$ cat config.mk
export PLATFORM = sky130hd
export DESIGN_NAME = xor_checked_frame_deframer
export DESIGN_NICKNAME = d
export VERILOG_FILES = /design/src/design/xcfd_pkg.sv /design/src/design/xcfd_front.sv /design/src/design/xcfd_cmd_queue.sv /design/src/design/xcfd_back.sv /design/src/design/xor_checked_frame_deframer.sv
export SDC_FILE = /design/constraint.sdc
export NUM_CORES = 1
export LEC_CHECK = 0
export ABC_AREA = 1
export BUFFER_PORTS_ARGS = -buffer_cell sky130_fd_sc_hd__buf_2
export CORE_ASPECT_RATIO = 1.1
export CORE_MARGIN = 1
export CORE_UTILIZATION = 30
export CTS_CLUSTER_DIAMETER = 60
export DETAILED_ROUTE_END_ITERATION = 8
export MAX_ROUTING_LAYER = met4
export SYNTH_ARGS = -nofsm -noshare
export SYNTH_HDL_FRONTEND = slang
export SYNTH_HIERARCHICAL = 1
export SYNTH_SLANG_ARGS = --single-unit
$ cat constraint.sdc
create_clock -name clk -period 7.66 [get_ports clk]
set_clock_uncertainty 0.05 [all_clocks]
set_input_delay 0.766 -clock clk [delete_from_list [all_inputs] [get_ports clk]]
set_output_delay 0.766 -clock clk [all_outputs]
set_load 0.02 [all_outputs]
$ cat src/design/xcfd_pkg.sv
// ----------------------------------------------------------------------------
// xcfd_pkg: shared types and constants of the XOR-checked frame deframer
// Result kinds, frame byte codes, register map and the command type that
// travels from the frame parser to the result stage.
// ----------------------------------------------------------------------------
package xcfd_pkg;

  // result kinds
  localparam logic [2:0] KIND_ALIVE      = 3'd0;
  localparam logic [2:0] KIND_TWO_PLAYER = 3'd1;
  localparam logic [2:0] KIND_SELECT_JOY = 3'd2;
  localparam logic [2:0] KIND_KEY        = 3'd3;
  localparam logic [2:0] KIND_DATA       = 3'd4;
  localparam logic [2:0] KIND_LINK_LOST  = 3'd5;

  // byte codes on the link
  localparam logic [7:0] START_CODE      = 8'hAA;
  localparam logic [7:0] DATA_CODE       = 8'h33;
  localparam logic [7:0] STOP_CODE       = 8'h55;
  localparam logic [7:0] ALIVE_CODE      = 8'hFF;
  localparam logic [7:0] TWO_PLAYER_CODE = 8'hFE;
  localparam logic [7:0] SELECT_JOY_CODE = 8'hFD;

  // register map (word index)
  localparam logic [0:0] REG_FORWARD_KEYS = 1'b0;

  // fixed frame positions
  localparam int POS_KEY_STOP   = 4;
  localparam int POS_DATA_FIRST = 5;

  // command queue between parser and result stage
  localparam int QUEUE_DEPTH = 4;
  localparam int QUEUE_AW    = 2;

  typedef struct packed {
    logic [2:0] kind;
    logic [7:0] key_type;
    logic [7:0] key_code;
  } cmd_t;

endpackage

$ cat src/design/xcfd_front.sv
// ----------------------------------------------------------------------------
// xcfd_front: frame parser
// Takes one item per cycle when not full, tracks the frame position,
// checks key and data frames, fills the payload memory and issues commands.
// ----------------------------------------------------------------------------
module xcfd_front import xcfd_pkg::*; #(
  parameter int PAYLOAD_WORDS = 7,
  localparam int AW = (PAYLOAD_WORDS > 1) ? $clog2(PAYLOAD_WORDS) : 1
) (
  input  logic          clk,
  input  logic          rst_n,
  input  logic          push,
  input  logic          in_func,
  input  logic [7:0]    in_rx_byte,
  output logic          full,
  input  logic          forward_keys,
  input  logic          data_done,
  output logic          data_busy,
  input  logic          q_full,
  output logic          cmd_push,
  output cmd_t          cmd,
  output logic          mem_we,
  output logic [AW-1:0] mem_waddr,
  output logic [31:0]   mem_wdata
);

  localparam int PAYLOAD_BYTES  = 4 * PAYLOAD_WORDS;
  localparam int POS_DATA_CHECK = POS_DATA_FIRST + PAYLOAD_BYTES;
  localparam int POS_DATA_STOP  = POS_DATA_CHECK + 1;
  localparam int PB             = $clog2(POS_DATA_STOP + 1);

  logic [PB-1:0] pos_r, pos_nxt;
  logic          busy_r, busy_nxt;
  logic [7:0]    xor_r, xor_nxt;
  logic [7:0]    chk_r, chk_nxt;
  logic [23:0]   sh_r, sh_nxt;
  logic [7:0]    keyb_r [3];
  logic          keyb_we;
  logic [1:0]    key_idx;
  logic [PB-1:0] ofs;
  logic          in_payload;
  logic          word_end;
  logic          acc;
  logic          key_good;

  // payload position decode
  assign ofs        = pos_r - PB'(POS_DATA_FIRST);
  assign in_payload = (pos_r >= PB'(POS_DATA_FIRST)) && (pos_r < PB'(POS_DATA_CHECK));
  assign word_end   = in_payload && (ofs[1:0] == 2'd3);
  assign key_idx    = pos_r[1:0] - 2'd1;
  assign key_good   = (in_rx_byte == STOP_CODE) && ((keyb_r[0] ^ keyb_r[1]) == keyb_r[2]);

  // hold off on a full queue or while the payload memory is still being read out
  assign full      = q_full || (word_end && busy_r);
  assign acc       = push && !full;
  assign data_busy = busy_r;

  assign mem_waddr = ofs[AW+1:2];
  assign mem_wdata = {in_rx_byte, sh_r};

  // parser next state
  always_comb begin
    pos_nxt  = pos_r;
    xor_nxt  = xor_r;
    chk_nxt  = chk_r;
    sh_nxt   = sh_r;
    keyb_we  = 1'b0;
    mem_we   = 1'b0;
    cmd_push = 1'b0;
    cmd      = '0;
    if (acc) begin
      if (in_func) begin
        cmd_push = 1'b1;
        cmd.kind = KIND_LINK_LOST;
      end else if (pos_r == '0) begin
        if (in_rx_byte == ALIVE_CODE) begin
          cmd_push = 1'b1;
          cmd.kind = KIND_ALIVE;
        end else if (in_rx_byte == TWO_PLAYER_CODE) begin
          cmd_push = 1'b1;
          cmd.kind = KIND_TWO_PLAYER;
        end else if (in_rx_byte == SELECT_JOY_CODE) begin
          cmd_push = 1'b1;
          cmd.kind = KIND_SELECT_JOY;
        end else if (in_rx_byte == START_CODE) begin
          pos_nxt = PB'(1);
        end else if (in_rx_byte == DATA_CODE) begin
          pos_nxt = PB'(POS_DATA_FIRST);
          xor_nxt = '0;
        end
      end else if (pos_r < PB'(POS_KEY_STOP)) begin
        keyb_we = 1'b1;
        pos_nxt = pos_r + PB'(1);
      end else if (pos_r == PB'(POS_KEY_STOP)) begin
        pos_nxt = '0;
        if (key_good && forward_keys) begin
          cmd_push     = 1'b1;
          cmd.kind     = KIND_KEY;
          cmd.key_type = keyb_r[0];
          cmd.key_code = keyb_r[1];
        end
      end else if (in_payload) begin
        xor_nxt = xor_r ^ in_rx_byte;
        sh_nxt  = {in_rx_byte, sh_r[23:8]};
        mem_we  = word_end;
        pos_nxt = pos_r + PB'(1);
      end else if (pos_r == PB'(POS_DATA_CHECK)) begin
        chk_nxt = in_rx_byte;
        pos_nxt = pos_r + PB'(1);
      end else begin
        pos_nxt = '0;
        if ((in_rx_byte == STOP_CODE) && (xor_r == chk_r)) begin
          cmd_push = 1'b1;
          cmd.kind = KIND_DATA;
        end
      end
    end
  end

  // payload memory in use from data command until its last word is read
  always_comb begin
    busy_nxt = busy_r;
    if (cmd_push && (cmd.kind == KIND_DATA)) begin
      busy_nxt = 1'b1;
    end else if (data_done) begin
      busy_nxt = 1'b0;
    end
  end

  always_ff @(posedge clk) begin
    if (!rst_n) begin
      pos_r  <= '0;
      busy_r <= 1'b0;
    end else begin
      pos_r  <= pos_nxt;
      busy_r <= busy_nxt;
    end
  end

  // frame bytes
  always_ff @(posedge clk) begin
    xor_r <= xor_nxt;
    chk_r <= chk_nxt;
    sh_r  <= sh_nxt;
    if (keyb_we) begin
      keyb_r[key_idx] <= in_rx_byte;
    end
  end

endmodule

$ cat src/design/xcfd_cmd_queue.sv
// ----------------------------------------------------------------------------
// xcfd_cmd_queue: command queue
// Small first-in first-out store that decouples the parser from the result
// stage.
// ----------------------------------------------------------------------------
module xcfd_cmd_queue import xcfd_pkg::*; (
  input  logic clk,
  input  logic rst_n,
  input  logic push_en,
  input  cmd_t push_cmd,
  input  logic pop_en,
  output cmd_t head_cmd,
  output logic q_empty,
  output logic q_full
);

  cmd_t                entry_r [QUEUE_DEPTH];
  logic [QUEUE_AW-1:0] wr_ptr_r, rd_ptr_r;
  logic [QUEUE_AW:0]   count_r, count_nxt;

  assign q_empty  = (count_r == '0);
  assign q_full   = (count_r == (QUEUE_AW+1)'(QUEUE_DEPTH));
  assign head_cmd = entry_r[rd_ptr_r];

  // occupancy
  always_comb begin
    count_nxt = count_r;
    if (push_en && !pop_en) begin
      count_nxt = count_r + 1'b1;
    end else if (pop_en && !push_en) begin
      count_nxt = count_r - 1'b1;
    end
  end

  always_ff @(posedge clk) begin
    if (!rst_n) begin
      wr_ptr_r <= '0;
      rd_ptr_r <= '0;
      count_r  <= '0;
    end else begin
      count_r <= count_nxt;
      if (push_en) begin
        wr_ptr_r <= wr_ptr_r + 1'b1;
      end
      if (pop_en) begin
        rd_ptr_r <= rd_ptr_r + 1'b1;
      end
    end
  end

  // storage
  always_ff @(posedge clk) begin
    if (push_en) begin
      entry_r[wr_ptr_r] <= push_cmd;
    end
  end

endmodule

$ cat src/design/xcfd_back.sv
// ----------------------------------------------------------------------------
// xcfd_back: result stage
// Holds the payload memory, expands commands into result items (one data
// frame word a cycle unless output stalls) and drives the output register.
// ----------------------------------------------------------------------------
module xcfd_back import xcfd_pkg::*; #(
  parameter int PAYLOAD_WORDS = 7,
  localparam int AW = (PAYLOAD_WORDS > 1) ? $clog2(PAYLOAD_WORDS) : 1
) (
  input  logic          clk,
  input  logic          rst_n,
  input  logic          q_empty,
  input  cmd_t          q_cmd,
  output logic          q_pop,
  input  logic          mem_we,
  input  logic [AW-1:0] mem_waddr,
  input  logic [31:0]   mem_wdata,
  output logic          data_done,
  input  logic          pop,
  output logic          empty,
  output logic [2:0]    out_kind,
  output logic [7:0]    out_key_type,
  output logic [7:0]    out_key_code,
  output logic [31:0]   out_data_word,
  output logic [2:0]    out_word_index,
  output logic          out_last
);

  localparam logic [AW-1:0] LAST_WORD = AW'(PAYLOAD_WORDS - 1);
  localparam logic          ONE_WORD  = (PAYLOAD_WORDS == 1);

  logic [31:0]   mem [PAYLOAD_WORDS];
  logic [31:0]   rd_data_r;
  logic          rd_en;
  logic [AW-1:0] rd_addr;

  logic          active_r, active_nxt;
  logic [AW-1:0] widx_r, widx_nxt;

  logic          p1_valid_r, p1_valid_nxt;
  cmd_t          p1_cmd_r;
  logic [AW-1:0] p1_idx_r;
  logic          p1_last_r;

  logic          issue;
  cmd_t          issue_cmd;
  logic [AW-1:0] issue_idx;
  logic          issue_last;
  logic          issue_ok;
  logic          out_load;
  logic          out_valid_r;
  logic [AW+2:0] idx_wide;

  assign out_load = p1_valid_r && (!out_valid_r || pop);
  assign issue_ok = !p1_valid_r || out_load;
  assign idx_wide = {3'b000, p1_idx_r};

  // issue: one result item a cycle while issue_ok allows, words of a data frame in order
  always_comb begin
    issue      = 1'b0;
    issue_cmd  = '0;
    issue_idx  = '0;
    issue_last = 1'b1;
    q_pop      = 1'b0;
    rd_en      = 1'b0;
    rd_addr    = widx_r;
    active_nxt = active_r;
    widx_nxt   = widx_r;
    if (active_r) begin
      if (issue_ok) begin
        issue          = 1'b1;
        issue_cmd.kind = KIND_DATA;
        issue_idx      = widx_r;
        issue_last     = (widx_r == LAST_WORD);
        rd_en          = 1'b1;
        widx_nxt       = widx_r + 1'b1;
        active_nxt     = (widx_r != LAST_WORD);
      end
    end else if (!q_empty && issue_ok) begin
      q_pop     = 1'b1;
      issue     = 1'b1;
      issue_cmd = q_cmd;
      if (q_cmd.kind == KIND_DATA) begin
        issue_last = ONE_WORD;
        rd_en      = 1'b1;
        rd_addr    = '0;
        widx_nxt   = AW'(1);
        active_nxt = !ONE_WORD;
      end
    end
  end

  assign data_done = issue && (issue_cmd.kind == KIND_DATA) && issue_last;

  always_comb begin
    p1_valid_nxt = p1_valid_r;
    if (issue) begin
      p1_valid_nxt = 1'b1;
    end else if (out_load) begin
      p1_valid_nxt = 1'b0;
    end
  end

  // control state
  always_ff @(posedge clk) begin
    if (!rst_n) begin
      active_r    <= 1'b0;
      widx_r      <= '0;
      p1_valid_r  <= 1'b0;
      out_valid_r <= 1'b0;
    end else begin
      active_r   <= active_nxt;
      widx_r     <= widx_nxt;
      p1_valid_r <= p1_valid_nxt;
      if (out_load) begin
        out_valid_r <= 1'b1;
      end else if (pop) begin
        out_valid_r <= 1'b0;
      end
    end
  end

  // payload memory, registered read
  always_ff @(posedge clk) begin
    if (mem_we) begin
      mem[mem_waddr] <= mem_wdata;
    end
    if (rd_en) begin
      rd_data_r <= mem[rd_addr];
    end
  end

  // issue stage and output register payload
  always_ff @(posedge clk) begin
    if (issue) begin
      p1_cmd_r  <= issue_cmd;
      p1_idx_r  <= issue_idx;
      p1_last_r <= issue_last;
    end
    if (out_load) begin
      out_kind       <= p1_cmd_r.kind;
      out_key_type   <= p1_cmd_r.key_type;
      out_key_code   <= p1_cmd_r.key_code;
      out_data_word  <= (p1_cmd_r.kind == KIND_DATA) ? rd_data_r : 32'd0;
      out_word_index <= idx_wide[2:0];
      out_last       <= p1_last_r;
    end
  end

  assign empty = !out_valid_r;

endmodule

$ cat src/design/xor_checked_frame_deframer.sv
// ----------------------------------------------------------------------------
// xor_checked_frame_deframer: XOR-checked frame deframer, top level
// Parses received bytes and timeout ticks into control, key and data results.
// ----------------------------------------------------------------------------
// The block takes at most one item per clock cycle. Control codes, timeout
// ticks and good key frames (with forwarding on) give one result; a good
// data frame gives PAYLOAD_WORDS results on its stop byte, which leave the
// result stage one word a cycle while the output is not held, read from the
// payload memory. A four-entry command queue sits between the frame parser
// and the result stage, so input keeps flowing while results wait; full
// rises when that queue is full, or when a data frame is about to write a
// payload word while the previous frame's words are still being read out.
// With results taken every cycle, items flow one a cycle except in two
// cases: a data frame (4*PAYLOAD_WORDS+3 items) that starts right after
// another one waits at its fourth payload byte for the readout to end; and
// items that each give a result and arrive during a readout can fill the
// queue and wait until the readout ends. A result passes from the command
// queue through the issue stage register to the output register.
module xor_checked_frame_deframer import xcfd_pkg::*; #(
  parameter int PAYLOAD_WORDS = 7
) (
  input  logic        clk,
  input  logic        rst_n,
  // input queue side
  input  logic        push,
  output logic        full,
  input  logic        in_func,
  input  logic [7:0]  in_rx_byte,
  // result queue side
  output logic        empty,
  input  logic        pop,
  output logic [2:0]  out_kind,
  output logic [7:0]  out_key_type,
  output logic [7:0]  out_key_code,
  output logic [31:0] out_data_word,
  output logic [2:0]  out_word_index,
  output logic        out_last,
  // configuration
  input  logic        psel,
  input  logic        penable,
  input  logic        pwrite,
  input  logic [2:0]  paddr,
  input  logic [31:0] pwdata,
  output logic [31:0] prdata,
  output logic        pready
);

  localparam int AW = (PAYLOAD_WORDS > 1) ? $clog2(PAYLOAD_WORDS) : 1;

  logic          forward_keys_r;
  logic          cfg_wr;
  logic          data_done;
  logic          data_busy;
  logic          q_full, q_empty, q_pop;
  logic          cmd_push;
  cmd_t          cmd, q_cmd;
  logic          mem_we;
  logic [AW-1:0] mem_waddr;
  logic [31:0]   mem_wdata;

  // configuration register
  assign pready = 1'b1;
  assign cfg_wr = psel && penable && pwrite && pready;
  assign prdata = (paddr[2:2] == REG_FORWARD_KEYS) ? {31'd0, forward_keys_r} : 32'd0;

  always_ff @(posedge clk) begin
    if (!rst_n) begin
      forward_keys_r <= 1'b0;
    end else if (cfg_wr && (paddr[2:2] == REG_FORWARD_KEYS)) begin
      forward_keys_r <= pwdata[0];
    end
  end

  xcfd_front #(.PAYLOAD_WORDS(PAYLOAD_WORDS)) u_front (
    .clk          (clk),
    .rst_n        (rst_n),
    .push         (push),
    .in_func      (in_func),
    .in_rx_byte   (in_rx_byte),
    .full         (full),
    .forward_keys (forward_keys_r),
    .data_done    (data_done),
    .data_busy    (data_busy),
    .q_full       (q_full),
    .cmd_push     (cmd_push),
    .cmd          (cmd),
    .mem_we       (mem_we),
    .mem_waddr    (mem_waddr),
    .mem_wdata    (mem_wdata)
  );

  xcfd_cmd_queue u_queue (
    .clk      (clk),
    .rst_n    (rst_n),
    .push_en  (cmd_push),
    .push_cmd (cmd),
    .pop_en   (q_pop),
    .head_cmd (q_cmd),
    .q_empty  (q_empty),
    .q_full   (q_full)
  );

  xcfd_back #(.PAYLOAD_WORDS(PAYLOAD_WORDS)) u_back (
    .clk            (clk),
    .rst_n          (rst_n),
    .q_empty        (q_empty),
    .q_cmd          (q_cmd),
    .q_pop          (q_pop),
    .mem_we         (mem_we),
    .mem_waddr      (mem_waddr),
    .mem_wdata      (mem_wdata),
    .data_done      (data_done),
    .pop            (pop),
    .empty          (empty),
    .out_kind       (out_kind),
    .out_key_type   (out_key_type),
    .out_key_code   (out_key_code),
    .out_data_word  (out_data_word),
    .out_word_index (out_word_index),
    .out_last       (out_last)
  );

  // payload memory is never written while a frame is being read out
  a_no_write_when_busy: assert property (@(posedge clk) disable iff (!rst_n)
    mem_we |-> !data_busy)
    else $error("payload write while readout busy");

  // the queue never takes a command when full
  a_no_push_when_full: assert property (@(posedge clk) disable iff (!rst_n)
    cmd_push |-> !q_full)
    else $error("command pushed into full queue");

  // only data words can be followed by further results of the same item
  a_not_last_is_data: assert property (@(posedge clk) disable iff (!rst_n)
    (!empty && !out_last) |-> (out_kind == KIND_DATA))
    else $error("non-final result of non-data kind");

  // a finished readout releases the payload memory on the next cycle
  a_done_releases: assert property (@(posedge clk) disable iff (!rst_n)
    data_done |=> !data_busy)
    else $error("payload memory still busy after readout");

endmodule

; After elaboration in Yosys (flattened, before gate mapping)
; Memory sizes are Yosys's and may differ from the RTL's. A register that Yosys moved wholly into a read port is not among the register bits.
; Index checks and enable logic that the tools add are counted.
[word_totals]
reg_bits = 139
ram_bits = 324
in_bits = 51
out_inout_bits = 90
mem_count = 3
[classes]
addsub = 8
magnitude_cmp = 3
n_eq_ne = 27
mux = 96
n_bitwise = 9
reduce_logical = 42
[memory_table]
columns = name, depth, width, rd, rd_ports_with_merged_regs, write_ports, line_no
row1 = u_back.mem, 7, 32, 1, 1, 1, xcfd_back.sv:32  ; logic [31:0] mem [PAYLOAD_WORDS];
row2 = u_queue.entry_r, 4, 19, 1, 1, 1, xcfd_cmd_queue.sv:17  ; cmd_t entry_r [QUEUE_DEPTH];
row3 = u_front.keyb_r, 3, 8, 3, 0, 1, xcfd_front.sv:37  ; logic [7:0] keyb_r [3];
[op_table]
columns = op, count
row1 = 2-to-1 mux 8 bit, 9
row2 = 2-to-1 mux 6 bit, 10
row3 = 2-to-1 mux 19 bit, 3
row4 = 2-to-1 mux 3 bit, 19
row5 = 2-to-1 mux 1 bit, 48
row6 = 2-to-1 mux 16 bit, 3
row7 = equality test 8 bit (second input constant), 4
row8 = equality test 3 bit (second input constant), 6
row9 = 2-to-1 mux 18 bit, 1
row10 = logical AND 1 bit, 17
row11 = equality test 8 bit, 2
row12 = bitwise XOR 8 bit, 2
row13 = nonzero test 2 bit, 7
row14 = inequality test 2 bit (second input constant), 6
row15 = AND reduction 6 bit, 2
row16 = AND reduction 10 bit, 1
row17 = equality test 8 x 6 -> 1 bit (second input constant), 1
row18 = equality test 8 x 7 -> 1 bit (second input constant), 1
row19 = NOT 1 bit, 7
row20 = AND reduction 7 bit, 1
row21 = adder 3 x 1 -> 3 bit (second input constant), 2
row22 = adder 6 x 1 -> 6 bit (second input constant), 1
row23 = equality test 6 x 3 -> 1 bit (second input constant), 1
row24 = equality test 6 bit (second input constant), 1
row25 = other kinds (18), 30

; Depth between registers and ports, before layout
; Gate-level depths: netlist (run 1).
; An unclocked memory read counts as a cell.
[logic_depth]
ltp_word = 15
mapped_depth = 21
depth_no_buf = 21

; By module
; The synthesis (run 1) kept the hierarchy.
[modules_own_cells]
columns = mod, instances, cells_per_inst, area_per_inst_um2, seq_area_each_um2
row1 = xcfd_back, 1, 1082, 13492.9, 10149.7
row2 = xcfd_front, 1, 392, 3804.9, 2062.0
row3 = xcfd_cmd_queue, 1, 242, 3299.4, 2462.4
row4 = xor_checked_frame_deframer, 1, 46, 314.1, 20.0

; Worst setup path before layout (run 1)
; Ideal clock, no wire load.
[synth_path]
path_kind = reg-to-reg
from = reg u_front.pos_r[1]
to = mem u_back.mem[6][0] (enable)
arrival_ns = 4.920
required_ns = 7.149
path_slack_ns = 2.229
stages_incl_launch_ff = 14
n_path_buf = 0
period_less_slack_ns = 5.431
cell_sequence = dfxtp_1 inv_1 ha_1 nor2_1 nor2_2 nand3_4 nand3b_4 nand3_4 clkinv_4 nand2_4 nor3_2 and2_1 nand2_1 nor3_1
[synth_between]
elab_chain_cells = 11
word_cells_on_any_way = 21
[synth_lines]
columns = element, line_no
row1 = from (decl), xcfd_front.sv:32  ; logic [PB-1:0] pos_r, pos_nxt;
row2 = from (signal assigned), xcfd_front.sv:135  ; pos_r <= pos_nxt;
row3 = "subtractor 5 x 3 -> 5 bit, or another cell as far along", xcfd_front.sv:47  ; assign ofs = pos_r - PB'(POS_DATA_FIRST);
row4 = equality test 2 bit or logical AND 1 bit (tied branches), "xcfd_front.sv:49, xcfd_front.sv:48"
row5 = logical AND 1 bit, xcfd_front.sv:49  ; assign word_end = in_payload && (ofs[1:0] == 2'd3);
row6 = 2-to-1 mux 1 bit, xcfd_front.sv:102  ; end else if (in_payload) begin
row7 = 2-to-1 mux 1 bit, xcfd_front.sv:94  ; end else if (pos_r == PB'(POS_KEY_STOP)) begin
row8 = 2-to-1 mux 1 bit, xcfd_front.sv:91  ; end else if (pos_r < PB'(POS_KEY_STOP)) begin
row9 = 2-to-1 mux 1 bit, xcfd_front.sv:75  ; end else if (pos_r == '0) begin
row10 = 2-to-1 mux 1 bit, xcfd_front.sv:72  ; if (in_func) begin
row11 = 2-to-1 mux 1 bit (*), xcfd_front.sv:71  ; if (acc) begin
row12 = net mem_we, xor_checked_frame_deframer.sv:57  ; logic mem_we;
row13 = 2-to-1 mux 1 bit (*), xcfd_back.sv:125  ; if (mem_we) begin
row14 = 2-to-1 mux 1 bit (not written as such) (*), xcfd_back.sv:126  ; mem[mem_waddr] <= mem_wdata;
row15 = to (decl), xcfd_back.sv:32
; The timed path passes the listed nets; every way through them passes the cells marked *.

==> summary.txt, run 1 <==
STA
  – Min Tclk post-route: 4.323 ns
  – Final Hold Fails: 0
  – Final Max Tran Viols: 0
  – Worst slew pin tran: between 1 and 1.5 ns
  – Worst slew margin: 30.20%
  – Sum of negative setup slack: 0 ns
  – Fmax: approximately 0.23 GHz
  – Final setup vio count: 0
  – RSZ-0062 raised after global routing: no
  – Fin crit share: 56.44%

Power and ir drop
  – P_leak: 9.128 nW
  – Max VDD drop: 0.0001806 V
  – PD cells: roughly 320 nW/um^2
  – Total chip power: between 7 and 8 mW

Global routing
  – First-pass GRT wire length: about 70000 microns
  – Initial antenna violation count: 3
  – Vias in the first global route: 12.52k
  – Total track usage: 13.06%
  – Pin count of the biggest net entering global routing: 70
  – Total grt overflow: 0

Place
  – GP Congestion: between 0.7 and 0.8
  – I/O Buffers: 75
  – Placed Area: roughly 22000 sq um
  – Detail Placement HPWL: between 20000 and 30000 microns

Synthesis
  – Cell area after synthesis: between 20000 and 25000 sq um
  – Syn Area/Cell: around 12 sq um
  – Sequential area share after synthesis: between 70% and 80%
  – Synthesis Warnings: 6
  – Syn Inst Count: 1762
  – Cell variety after synth: 48
  – FF+latch count, synth: 497

Floorplan
  – Initial Utilization: 30.31%
  – Die area: slightly above 70000 sq um
  – Die Ht: 278.9 microns
  – Die W: about 250 microns
  – CORE AREA: 69000 sq um
  – Rows: ~100
  – Total I/O pin count: 141

Worst hold path
  – Worst hold stages: 0
  – HP Class: register to register

Detailed routing
  – Detailed-route DRC error count: 0
  – DR WL/cell: 15.99 microns
  – DRT Pass-1 Iters: 5
  – Met3 Routed Length: roughly 2400 microns
  – Iteration-0 DRC Markers: roughly 900
  – Uppermost layer routed: met4
  – DR WL met2: 22800 microns
  – Vias per std cell: around 4.4
  – Post-route ant nets: 0
  – Total number of vias: approximately 12k
  – WL met1: between 15000 and 20000 microns
  – Final WL: around 45000 microns

Clock tree
  – H-tree depth: 2
  – Cts repair resizes: 0
  – Clk_lat worst skew: about 0.6 ns
  – Post-CTS setup buffers: 0
  – CTS clk-pin slew, worst paths: ~0.060 ns
  – Largest buffer count on any clock path: 3
  – CTS root buf: clkbuf_16
  – CTS tree: yes
  – TritonCTS Buffers: 49
  – # hold bufs at CTS: 0
  – Sink Count: 497

Layout
  – Filler cells: between 6k and 7k
  – Fin util: ~34%
  – Layout cells sized above 1: between 10 and 15%
  – Most common cell after layout, fill and taps aside: edfxtp_1
  – Post-layout nets: about 1.9k
  – Most frequent cells in the layout: edfxtp_1 (474), nand2_1 (337), nor2_1 (209)
  – Area grow syn2layout: 13.35%
  – Finished layout cell area: between 20000 and 25000 sq um

Worst setup path
  – Worst reg-to-reg path cell count: 13
  – Worst path cell trace: buf_4, inv_2, o21ai_0, o22ai_1, inv_1, nand2_1, nor2_4, nand3_4, buf_4, nand2_2, buf_4, nand2_1, nand2_1
  – CP endpoint kind: register
  – CP Class: register to register
  – Path length in cells of the critical path: 13
  – Slowest-stage cell, CP: nand2_2
  – CP Data Required Time: just under 8 ns
  – Crit path max-delay family: buffers and inverters
  – Setup crit start kind: register
  – Worst path arrival time: 4.59 ns
  – Crit path largest cell delay: approximately 0.83 ns
  – Maximum fanout along the worst path: slightly below 70
  – CP bufs+invs: 5

Run
  – MaxCap Viol Count: 0

Outcome
  – Status: finished clean
-- Yosys cell counts, drive strengths merged --
library cell	n	share of area, %
edfxtp	474	68
nand2	349	6.5
nor2	228	4.3
inv	219	3.9
nand3	121	3.2
buf	84	3.1
o21ai	54	1.3
or2	34	1.0
o2111ai	33	1.4
nor3	29	1.0
dfxtp	23	2.2
clkbuf	22	0.40
a21oi	19	0.47
o22ai	19	0.57
xor2	16	0.67
ha	13	0.78
nand4	6	0.25
nand3b	5	0.24
a211oi	2	0.096
clkinv	2	0.060
conb	2	0.036
nor3b	2	0.072
xnor2	2	0.084
a2111oi	1	0.072
and2	1	0.030
fa	1	0.096
o31ai	1	0.036
-- state kept, by name (all words and copies together), names as in the netlist, 2 cells and up, named ones only --
register,flops
u_back/mem,224
u_back/out_data_word,32
u_back/out_key_code,8
u_back/out_key_type,8
u_back/out_kind,3
u_back/out_word_index,3
u_back/p1_cmd_r,19
u_back/p1_idx_r,3
u_back/rd_data_r,32
u_back/widx_r,3
u_front/chk_r,8
u_front/keyb_r,24
u_front/pos_r,6
u_front/sh_r,24
u_front/xor_r,8
u_queue/count_r,3
u_queue/entry_r,76
u_queue/rd_ptr_r,2
u_queue/wr_ptr_r,2
-- kinds of logic (layout without fill, tap and decap cells) --
family                   after synthesis  count (layout)  share of synthesized area (%)
buffers and inverters                327             399                          7.473
AND/OR/NAND/NOR                      775             775                          16.62
XOR/XNOR                              18              18                         0.7539
flip-flops                           497             497                          70.27
adder cells (fa/ha/maj)               14              14                         0.8736
other                                  2              35                        0.03591
AO/OA/AOI/OAI                        129             129                          3.973
-- where the power goes --
group	leakage (nW)	total (mW)	switching, mW	internal, mW
clock	0.801	2.47	1.02	1.45
combinational	3.89	1.60	1.20	0.405
sequential	4.44	3.54	0.120	3.42
-- final cells by class --
class                   count  area (sq um)  share of cell area, %
flip-flops and latches    497         14700                  62.00
multi-input cells         968          4847                  20.45
clock buffers              53          1241                  5.236
well taps                 927          1160                  4.893
inverters                 221         834.6                  3.521
repair buffers             92         503.0                  2.122
clock inverters            33         414.1                  1.747
diodes                      3         7.507                0.03167
-- worst paths after layout --
| path | slack (ns) | start | end |
|---|---|---|---|
| worst max-delay path | 3.34 | register | u_back/rd_data_r[8] |
| worst min-delay path | 0.36 | u_back/p1_cmd_r[14] | u_back/out_key_type[6] |
| worst max register to register | 3.34 | register | u_back/rd_data_r[8] |
| worst min register to register | 0.36 | u_back/p1_cmd_r[14] | u_back/out_key_type[6] |
-- metal layers --
metal / vias up / global-route usage, %
met4: 0 / 4.140
met2: 312 / 22.95
met3: 75 / 1.995
met5: - / -
met1: 6044 / 15.22
li1: 5996 / -
-- stage by stage --
| step | instances | hold slack, ns | setup slack, ns |
|---|---|---|---|
| after floorplan | 1792 | 0.3503 | 2.229 |
| after global placement | 2705 | 0.3540 | 3.448 |
| after detailed placement | 2705 | 0.3552 | 3.378 |
| after CTS | 2791 | 0.3680 | 3.360 |
| after global routing | 2794 | 0.3719 | 2.976 |
| final | 2794 | 0.3648 | 3.337 |
Power figures use the tool's default switching activity.
==> run 2, diff against run 1 <==
==> constraint.sdc (replaced) <==
create_clock -name clk -period 4.2 [get_ports clk]
set_clock_uncertainty 0.05 [all_clocks]
set_input_delay 0.42 -clock clk [delete_from_list [all_inputs] [get_ports clk]]
set_output_delay 0.42 -clock clk [all_outputs]
set_load 0.02 [all_outputs]
==> summary.txt, run 2 (synthesis results as in run 1) <==
Layout
  – Largest register FFs: between 200 and 250
  – Multi-input gate area in the final layout: approximately 4800 sq um
  – Most frequent cells in the layout: edfxtp_1 (474), nand2_1 (337), inv_1 (209), nor2_1 (209), nand3_1 (115)
  – Register Area: ~15000 sq um
  – Area grow syn2layout: 13.33%
  – Filler cells: around 6.8k
  – Fin util: about 34%
  – Layout cells sized above 1: 14.14%
  – Top reg by flops: u_back/mem
  – Most common cell after layout, fill and taps aside: edfxtp_1
  – Post-layout nets: 1907
  – Top flop regs: u_back/mem x224, u_queue/entry_r x76

Floorplan
  – Rows: between 100 and 150
  – Die W: about 250 microns
  – Die area: about 71000 sq um
  – Total I/O pin count: 141
  – CORE AREA: ~69000 sq um
  – Initial Utilization: between 30% and 40%
  – Die Ht: ~280 microns

Global routing
  – Total grt overflow: 0
  – Initial antenna violation count: 3
  – First-pass GRT wire length: 70300 microns
  – Total track usage: 13.26%
  – Pin count of the biggest net entering global routing: 50
  – Vias in the first global route: around 12k

Place
  – GP Congestion: between 0.7 and 0.8
  – Detail Placement HPWL: approximately 27000 microns
  – I/O Buffers: between 70 and 80

Power and ir drop
  – P_leak: between 9 and 10 nW
  – Combinational Power Share: 21.6%
  – Sequential power share: a little under half
  – Max VDD drop: 0.0002536 V
  – Sw Pwr: around 4.2 mW
  – Clock Power Share: a little under a third
  – Total internal power: around 9.3 mW
  – Net Sw Frac: 31.31%
  – PD cells: around 570 nW/um^2
  – Total chip power: 13.57 mW

STA
  – Worst slew margin: a little over a third
  – Fin crit share: about 87%
  – Final Hold Fails: 0
  – Final setup vio count: 0
  – Sum of negative setup slack: 0 ns
  – Fmax: 0.2741 GHz
  – RSZ-0062 raised after global routing: no
  – Min Tclk post-route: roughly 3.6 ns
  – Hold WS: 0.1212 ns
  – Final Max Tran Viols: 0
  – Worst slew pin tran: around 0.98 ns

Run
  – MaxCap Viol Count: 0

Worst hold path
  – HP Class: primary input to register

Worst setup path
  – Crit path largest cell delay: just over 0.8 ns
  – Cell mode on critical path: nand2_1
  – CP Data Required Time: roughly 4.5 ns
  – Slowest-stage cell, CP: dfxtp_1
  – CP Class: register to register
  – Worst path cell trace: inv_2, o21ai_0, o22ai_1, inv_1, nand2_1, nor2_4, nand3_4, nand2_2, buf_4, nand3_1, nand2_1, nand2_1
  – Worst path arrival time: 3.94 ns
  – Maximum fanout along the worst path: 28
  – CP endpoint kind: register
  – Setup crit start kind: register

Detailed routing
  – Detailed-route DRC error count: 0
  – Total number of vias: roughly 13k
  – Post-route ant nets: 0
  – DR WL/cell: between 15 and 20 microns
  – Iteration-0 DRC Markers: ~800
  – DRT Pass-1 Iters: 5
  – Final WL: 45460 microns
  – Vias per std cell: between 4 and 5

Clock tree
  – Clk_lat worst skew: a little under 0.6 ns
  – Sink Count: 497
  – CTS clk-pin slew, worst paths: about 0.06 ns
  – H-tree depth: 2
  – TritonCTS Buffers: 48
  – CTS root buf: clkbuf_16
  – Post-CTS setup buffers: 0
  – # hold bufs at CTS: 0
  – Largest buffer count on any clock path: 3
  – Cts repair resizes: 0
  – CTS tree: yes

Outcome
  – Status: finished clean
## run 2: cell types whose count changed in the layout (fill, tap and decap cells not counted), moves of 3 or more
cell        delta
inv_8          +3
clkinv_1       +6
bufinv_16      -6
buf_12         +3
buf_4         +11
clkinvlp_4     -4
clkbuf_1       +3
## run 2: final cells by class
type                            instances  area share (%)
Multi-Input combinational cell        968           20.46
Sequential cell                       497           62.01
Inverter                              221           3.521
Clock buffer                           57           5.390
Tap cell                              927           4.894
Antenna cell                            3         0.03168
Clock inverter                         32          0.9714
Timing Repair Buffer                  106           2.724
## run 2: worst paths after layout
kind | from | slack (ns) | to | cells past startpoint
setup / recovery | register | 0.55 | u_back/rd_data_r[4] | 12
hold reg to reg | u_back/p1_cmd_r[7] | 0.37 | u_back/out_key_code[7] | 0
hold / removal | pwdata[0] | 0.12 | forward_keys_r | 5
setup reg to reg | register | 0.55 | u_back/rd_data_r[4] | 12
## run 2: critical path, delay by kind of cell (launching register included)
| family | cells | cell delay, ns |
|---|---|---|
| compound gates | 2 | 0.37 |
| buf+inv | 3 | 0.82 |
| flops | 1 | 0.81 |
| simple gates | 7 | 1.33 |
## run 2: routing by layer
| layer | vias to the layer above | track usage, % | part of all wire [%] |
|---|---|---|---|
| met5 | - | - | 0 |
| met4 | 0 | 4.742 | 2.8 |
| met3 | 92 | 1.892 | 4.5 |
| met2 | 326 | 22.82 | 50 |
| met1 | 6124 | 15.76 | 42 |
| li1 | 6032 | - | - |
## run 2: power groups by stage
| stage | combinational (mW) | clock (mW) | sequential (mW) |
|---|---|---|---|
| after floorplan | 1.94 | 0 | 6.74 |
| final | 2.93 | 4.16 | 6.49 |
| after global placement | 2.88 | 0 | 6.59 |
| after global routing | 3.29 | 4.44 | 6.55 |
| after detailed placement | 2.96 | 0 | 6.60 |
| after CTS | 2.97 | 4.27 | 6.50 |
## run 2: through the flow
stage / instance area, sq um / setup slack, ns / std cells
finish: 23700 / 0.5523 / 2811
global route: 23700 / 0.1450 / 2811
CTS: 23690 / 0.5249 / 2808
detailed placement: 22180 / 0.5175 / 2719
global placement: 22180 / 0.5879 / 2719
floorplan: 21030 / -0.3736 / 1792
